$ cat src/rtl/core/ffs_pkg.sv
`timescale 1ns / 1ps

package ffs_pkg;

    typedef logic [31:0] fp32_t;

    localparam fp32_t SEED_MAGIC   = 32'h5f3759df;
    localparam fp32_t HALF         = 32'h3f000000;
    localparam fp32_t THREE_HALVES = 32'h3fc00000;
    localparam fp32_t DEFAULT_NAN  = 32'hffc00000;
    localparam fp32_t QUIET_BIT    = 32'h00400000;

    // pipeline depth of the float units and of one refinement cell
    localparam int MUL_LAT  = 3;
    localparam int SUB_LAT  = 3;
    localparam int CELL_LAT = 3 * MUL_LAT + SUB_LAT;

    function automatic logic [4:0] clz24(input logic [23:0] v);
        logic [4:0] r;
        r = 5'd0;
        for (int i = 0; i < 24; i++) begin
            if (v[i]) r = 5'(23 - i);
        end
        return r;
    endfunction

    function automatic logic [4:0] clz27(input logic [26:0] v);
        logic [4:0] r;
        r = 5'd0;
        for (int i = 0; i < 27; i++) begin
            if (v[i]) r = 5'(26 - i);
        end
        return r;
    endfunction

endpackage

$ cat src/rtl/core/ffs_fmul.sv
`timescale 1ns / 1ps

module ffs_fmul (
    input  logic          aclk,
    input  logic          en,
    input  ffs_pkg::fp32_t a,
    input  ffs_pkg::fp32_t b,
    output ffs_pkg::fp32_t y
);
    import ffs_pkg::*;

    // stage 1: unpack, specials, pre-normalize subnormals
    logic [7:0]  ea, eb;
    logic [22:0] fa, fb;
    logic        a_nan, b_nan, a_inf, b_inf, a_zero, b_zero, sgn;
    logic        spec;
    fp32_t       spec_val;
    logic [23:0] ma0, mb0;
    logic [4:0]  lza, lzb;
    logic signed [9:0] exa, exb;

    always_comb begin
        ea = a[30:23]; fa = a[22:0];
        eb = b[30:23]; fb = b[22:0];
        a_nan  = (ea == 8'hff) && (fa != 23'd0);
        b_nan  = (eb == 8'hff) && (fb != 23'd0);
        a_inf  = (ea == 8'hff) && (fa == 23'd0);
        b_inf  = (eb == 8'hff) && (fb == 23'd0);
        a_zero = (ea == 8'd0) && (fa == 23'd0);
        b_zero = (eb == 8'd0) && (fb == 23'd0);
        sgn    = a[31] ^ b[31];
        spec     = 1'b1;
        spec_val = '0;
        if (a_nan) begin
            spec_val = a | QUIET_BIT;
        end else if (b_nan) begin
            spec_val = b | QUIET_BIT;
        end else if ((a_inf && b_zero) || (a_zero && b_inf)) begin
            spec_val = DEFAULT_NAN;
        end else if (a_inf || b_inf) begin
            spec_val = {sgn, 8'hff, 23'd0};
        end else if (a_zero || b_zero) begin
            spec_val = {sgn, 31'd0};
        end else begin
            spec = 1'b0;
        end
        ma0 = {ea != 8'd0, fa};
        mb0 = {eb != 8'd0, fb};
        lza = clz24(ma0);
        lzb = clz24(mb0);
        exa = ((ea == 8'd0) ? 10'sd1 : $signed({2'b00, ea})) - $signed({5'd0, lza});
        exb = ((eb == 8'd0) ? 10'sd1 : $signed({2'b00, eb})) - $signed({5'd0, lzb});
    end

    logic        s1_spec_reg, s1_sgn_reg;
    fp32_t       s1_val_reg;
    logic [23:0] s1_ma_reg, s1_mb_reg;
    logic signed [9:0] s1_ea_reg, s1_eb_reg;

    always_ff @(posedge aclk) begin
        if (en) begin
            s1_spec_reg <= spec;
            s1_val_reg  <= spec_val;
            s1_sgn_reg  <= sgn;
            s1_ma_reg   <= ma0 << lza;
            s1_mb_reg   <= mb0 << lzb;
            s1_ea_reg   <= exa;
            s1_eb_reg   <= exb;
        end
    end

    // stage 2: mantissa product
    logic        s2_spec_reg, s2_sgn_reg;
    fp32_t       s2_val_reg;
    logic [47:0] s2_prod_reg;
    logic signed [9:0] s2_exp_reg;

    always_ff @(posedge aclk) begin
        if (en) begin
            s2_spec_reg <= s1_spec_reg;
            s2_val_reg  <= s1_val_reg;
            s2_sgn_reg  <= s1_sgn_reg;
            s2_prod_reg <= s1_ma_reg * s1_mb_reg;
            s2_exp_reg  <= s1_ea_reg + s1_eb_reg - 10'sd127;
        end
    end

    // stage 3: normalize, denormalize on underflow, round to nearest even
    logic [47:0] norm, shifted, lost_mask;
    logic signed [9:0] e, diff;
    logic [5:0]  sh;
    logic        lost, g, st, rnd;
    logic [7:0]  exp_field;
    logic [30:0] packed_res;
    fp32_t       res;

    always_comb begin
        norm = s2_prod_reg[47] ? s2_prod_reg : (s2_prod_reg << 1);
        e    = s2_exp_reg + (s2_prod_reg[47] ? 10'sd1 : 10'sd0);
        diff = 10'sd1 - e;
        if (e >= 10'sd1) begin
            sh = 6'd0;
        end else if (diff > 10'sd48) begin
            sh = 6'd48;
        end else begin
            sh = diff[5:0];
        end
        shifted   = norm >> sh;
        lost_mask = ~({48{1'b1}} << sh);
        lost      = |(norm & lost_mask);
        g         = shifted[23];
        st        = (|shifted[22:0]) | lost;
        rnd       = g & (st | shifted[24]);
        exp_field = (e >= 10'sd1) ? e[7:0] : 8'd0;
        packed_res = {exp_field, shifted[46:24]} + {30'd0, rnd};
        if (e >= 10'sd255) begin
            res = {s2_sgn_reg, 8'hff, 23'd0};
        end else begin
            res = {s2_sgn_reg, packed_res};
        end
    end

    fp32_t y_reg;

    always_ff @(posedge aclk) begin
        if (en) begin
            y_reg <= s2_spec_reg ? s2_val_reg : res;
        end
    end

    assign y = y_reg;

endmodule

$ cat config.mk
export PLATFORM = sky130hd
export DESIGN_NAME = ffs_fmul
export DESIGN_NICKNAME = d
export VERILOG_FILES = /design/src/rtl/core/ffs_pkg.sv /design/src/rtl/core/ffs_fmul.sv
export SDC_FILE = /design/constraint.sdc
export NUM_CORES = 2
export LEC_CHECK = 0
export BUFFER_PORTS_ARGS = -buffer_cell sky130_fd_sc_hd__buf_2
export CORE_AREA = 2 2 257 259
export CTS_CLUSTER_SIZE = 8
export DETAILED_ROUTE_END_ITERATION = 10
export DIE_AREA = 0 0 259 261
export PLACE_DENSITY = 0.71
export SLEW_MARGIN = 40
export SYNTH_ARGS = -nofsm -noshare
export SYNTH_HDL_FRONTEND = slang
export SYNTH_SLANG_ARGS = --single-unit
$ cat constraint.sdc
create_clock -name aclk -period 10.65 [get_ports aclk]
set_clock_uncertainty 0.2 [all_clocks]
set_input_delay 0.5325 -clock aclk [delete_from_list [all_inputs] [get_ports aclk]]
set_output_delay 0.5325 -clock aclk [all_outputs]
set_load 0.02 [all_outputs]
# After elaboration in Yosys (flattened, before gate mapping)
# Index checks and enable logic that the tools add are counted.
# Widths: inputs -> output; s select.
# op_classes
add_sub_neg	7
n_mul	1
order_cmp	3
eq_ne	2
shifts	4
n_mux	63
bitwise_logic	6
n_reduce_logical	23
# op_table
op	n
$mux 5	48
$mux 32	6
$and 48x48->48	1
$mul 24x24->48	1
$mux 48	1
$not 48->48	1
$reduce_or 48->1	1
$shl 24x5->24	2
$shl 48x6->48 const A	1
$shr 48x6->47	1
$logic_not 23->1	2
$reduce_bool 23->1	2
$add 31x1->31	1
$mux 31	1
$mux 8	3
$reduce_or 23->1	1
$sub 8x5->9	2
$eq 8x8->1 const B	2
$logic_not 8->1	2
$reduce_bool 8->1	2
$mux 6	2
$add 10x10->10	1
$add 10x2->10	1
$ge 10x2->1 const B	1
12 further kinds	23
# word_totals
reg_bits	226
inputBits	66
out_inout_bits	32

# Depth between registers and ports, before layout
# depth
word_depth	25
depth_mapped	31
mapped_depth_nobuf	30

# Worst setup path after synthesis
# Ideal clock, no wire load.
# synth_timing
path_kind	reg-to-reg
startpoint	reg s1_mb_reg[3]
endpoint	reg s2_prod_reg[39] (data pin)
t_arrival_ns	7.049
slack_ns	3.143
stages_incl_launch_ff	28
n_path_buf	1
period_less_slack_ns	7.507
path_cell_list	edfxtp_1 > clkbuf_1 > nand2_1 > fa_1 > inv_1 > fa_1 > fa_1 > fa_1 > inv_1 > fa_1 > inv_1 > fa_1 > fa_1 > ha_1 > a21o_1 > a21o_1 > a21oi_1 > nand2_1 > o21ai_0 > o21a_1 > o211ai_1 > or4_1 > a31o_2 > a21oi_1 > nor2b_1 > o21ai_0 > nor2b_1 > xnor2_1
# synth_via
elab_chain_cells	1
# synth_rtl
element	line_no	source
from (decl)	ffs_fmul.sv:57	logic [23:0] s1_ma_reg, s1_mb_reg;
from (signal assigned)	ffs_fmul.sv:66	s1_mb_reg <= mb0 << lzb;
$mul 24x24->48	ffs_fmul.sv:83	s2_prod_reg <= s1_ma_reg * s1_mb_reg;
to (signal assigned)	ffs_fmul.sv:83	
to (decl)	ffs_fmul.sv:75	logic [47:0] s2_prod_reg;
# Every way passes these cells.
# A chain may end at the register's enable or synchronous reset.

# Final worst setup path
# Same ends and word-level chain as after synthesis.

==> flow_summary.json <==
{
  "synth_cell_types": 117,
  "grt_use_total_pct": 31.03,
  "fin_crit_ps": 8392,
  "clock-sinks": 224,
  "drtPass1Iterations": 9,
  "cts.path.max_buffers": 3,
  "postSynthCellCount": 3879,
  "clkTransAtPathRegs_ps": 50,
  "drt_iter0_markers": 3001,
  "clockRootBuffer": "clkbuf_16",
  "first_global_vias": 28925,
  "cts_max_level": 2,
  "hold_path_startpoint": "b[30]",
  "finalSetupViolCount": 0,
  "crit_buf_inv": 3,
  "worst_pin_slew_ps": 878.0,
  "io_pins": 98,
  "cts-buffers-inserted": 34,
  "core_sq_um": 65040,
  "synth_top_cell_by_area": "fa_1",
  "r2r_end": "s2_prod_reg[39]",
  "run_status": "completed",
  "critPathLaunchType": "flop",
  "utilization_pct": 57.89,
  "wl_per_cell_um": 21.93,
  "synth-async-reset-ratio_pct": 0,
  "max_freq_mhz": 119.2,
  "grt_pass1_wl_um": 163400,
  "yosysWarnings": 0,
  "grt-ovfl-total": 0,
  "hpwl_um": 80340,
  "cts_tree": "done",
  "place_congestion": 0.9975,
  "syn2layout_area_growth_pct": 6.543,
  "largest_reg_flops": 48,
  "num_rows": 94,
  "timing.final.crit_share_pct": 78.80,
  "crit_family": "adder cells",
  "synth_edf_count": 224,
  "start_util_pct": 54.34,
  "drt-total-wl_um": 103600,
  "crit_slowest_cell": "edfxtp_1",
  "r2r_setup_slack_ps": 2260,
  "die_h_um": 261,
  "hp-class": "in -> reg",
  "ys_seq_elements": 224,
  "dieArea_sq_um": 67600,
  "die_x_um": 259,
  "synth_top_area_share_pct": 27.36,
  "seq_area_frac_synth_pct": 19.03,
  "final_common_cell": "inv_1",
  "grt_max_degree": 92,
  "multi_input_area_sq_um": 25540,
  "fin_hold_ws_ps": 129.4,
  "synth_area_leaders": "fa_1 27%, edfxtp_1 19%, ha_1 7.2%",
  "synthesis.area_sq_um": 35340,
  "final_cell_mix": "560 x inv_1, 548 x nand2_1, 483 x fa_1, 224 x edfxtp_1, 219 x and2_1",
  "antenna_found_initial": 3,
  "final.setup.tns_ps": 0,
  "synth_top_flop_cell": "edfxtp_1",
  "drv_slew": 0,
  "antennaDiodeCount": 0,
  "max_slew_margin_pct": 41.46,
  "required_ps": 10740,
  "cpMostUsedCell": "fa_1",
  "rsz0062_at_grt": "false",
  "critPathMaxFanout": 24,
  "endpoint_kind": "flop",
  "hold_depth": 2,
  "maxCapViolCount": 0,
  "post_cts_resized": 0,
  "vias": 28854,
  "r2r-start": "s1_mb_reg[3]",
  "hold_viol": 0,
  "via_per_inst": 6.108,
  "fillerInstances": 5621,
  "cts_setup_buffers": 0,
  "slowest_delay_ps": 860,
  "worstSetupPathType": "reg -> reg",
  "antenna_left": 0,
  "r2r_cells": 26,
  "numPortBuffers": 97,
  "arrival_ps": 8480,
  "avgSynthCellArea_sq_um": 9.111,
  "layout.nets": 4608,
  "pre_cts_ws_ps": 2218,
  "clkLatencyLatePin_ps": 550,
  "seqCellArea_sq_um": 6726,
  "drc": 0,
  "hold_buffers": 0,
  "hold_end": "s1_eb_reg[7]",
  "drive_above_1_share_pct": 8.523,
  "layout_setup_ws_ps": 2258
}
[worst max path at each step]
stage | startpoint | to | slack, ps | cells after the start
final | s1_mb_reg[3] | s2_prod_reg[39] | 2260 | 26
after global routing | s1_mb_reg[3] | s2_prod_reg[39] | 1750 | 26
after CTS | s1_mb_reg[3] | s2_prod_reg[39] | 2220 | 26
after detailed placement | s1_mb_reg[3] | s2_prod_reg[39] | 2220 | 26
after global placement | s1_ma_reg[16] | s2_prod_reg[39] | 2370 | 25
after floorplan | s1_mb_reg[3] | s2_prod_reg[39] | 3140 | 27
[cell type report]
type	instances	share of cell area [%]
multi-input combinational	2853	67.82
sequential	224	17.86
inverter	563	5.613
timing repair buffer	180	3.313
tap	864	2.871
clock buffer	35	2.270
clock inverter	5	0.2492
[per-stage QoR]
stage / std cells / area (sq um)
3_5_place_dp: 4673 / 36550
2_1_floorplan: 3880 / 35340
4_1_cts: 4713 / 37500
5_1_grt: 4724 / 37650
3_3_place_gp: 4662 / 36380
6_report: 4724 / 37650
[synth_stat cells (8+ instances only)]
cell / instances
xor2_1: 34
xnor2_1: 56
o2111ai_1: 11
o21ai_0: 98
nor3_1: 69
fa_1: 483
buf_2: 29
nand2b_1: 23
nor2_1: 165
o221ai_1: 23
ha_1: 203
nand3_1: 67
mux2i_1: 131
buf_6: 11
a31oi_1: 14
and3_1: 16
inv_1: 560
nor4_1: 33
o21a_1: 11
o21ai_1: 11
a21oi_1: 143
or2_2: 15
o22ai_1: 31
clkbuf_1: 165
a22oi_1: 12
o31ai_1: 15
nand2_1: 548
or3_1: 18
or4_1: 19
a21boi_0: 8
o21bai_1: 16
a211oi_1: 34
buf_1: 27
edfxtp_1: 224
o211ai_1: 36
a32oi_1: 13
and2_1: 219
a21o_1: 28
a22o_1: 24
nand4_1: 29
mux2_2: 21
nor2b_1: 15
[metal layers]
metal	GRT usage, %	vias to the layer above	share of wire [%]
met5	0	-	0.026
met4	11.79	4	4.1
met3	7.007	284	8.9
met2	49.37	1347	46
met1	41.64	14311	41
li1	-	12908	-
[cell families (layout without fill, tap and decap cells)]
kind of cell	Yosys count	after routing	share of synthesized area, %
AOI/OAI and AO/OA	639	639	12.75
xor gates and xnor gates	93	93	2.400
adders and majority gates	686	686	34.55
buffers and inverters	803	783	8.943
DFF	224	224	19.03
muxes	156	156	4.613
other	1	2	0.01061
and+or+nand+nor	1277	1277	17.70
Power is left out: the tool's default activity adds up to more than one toggle a clock period on the data nets, which glitch-free logic cannot reach.
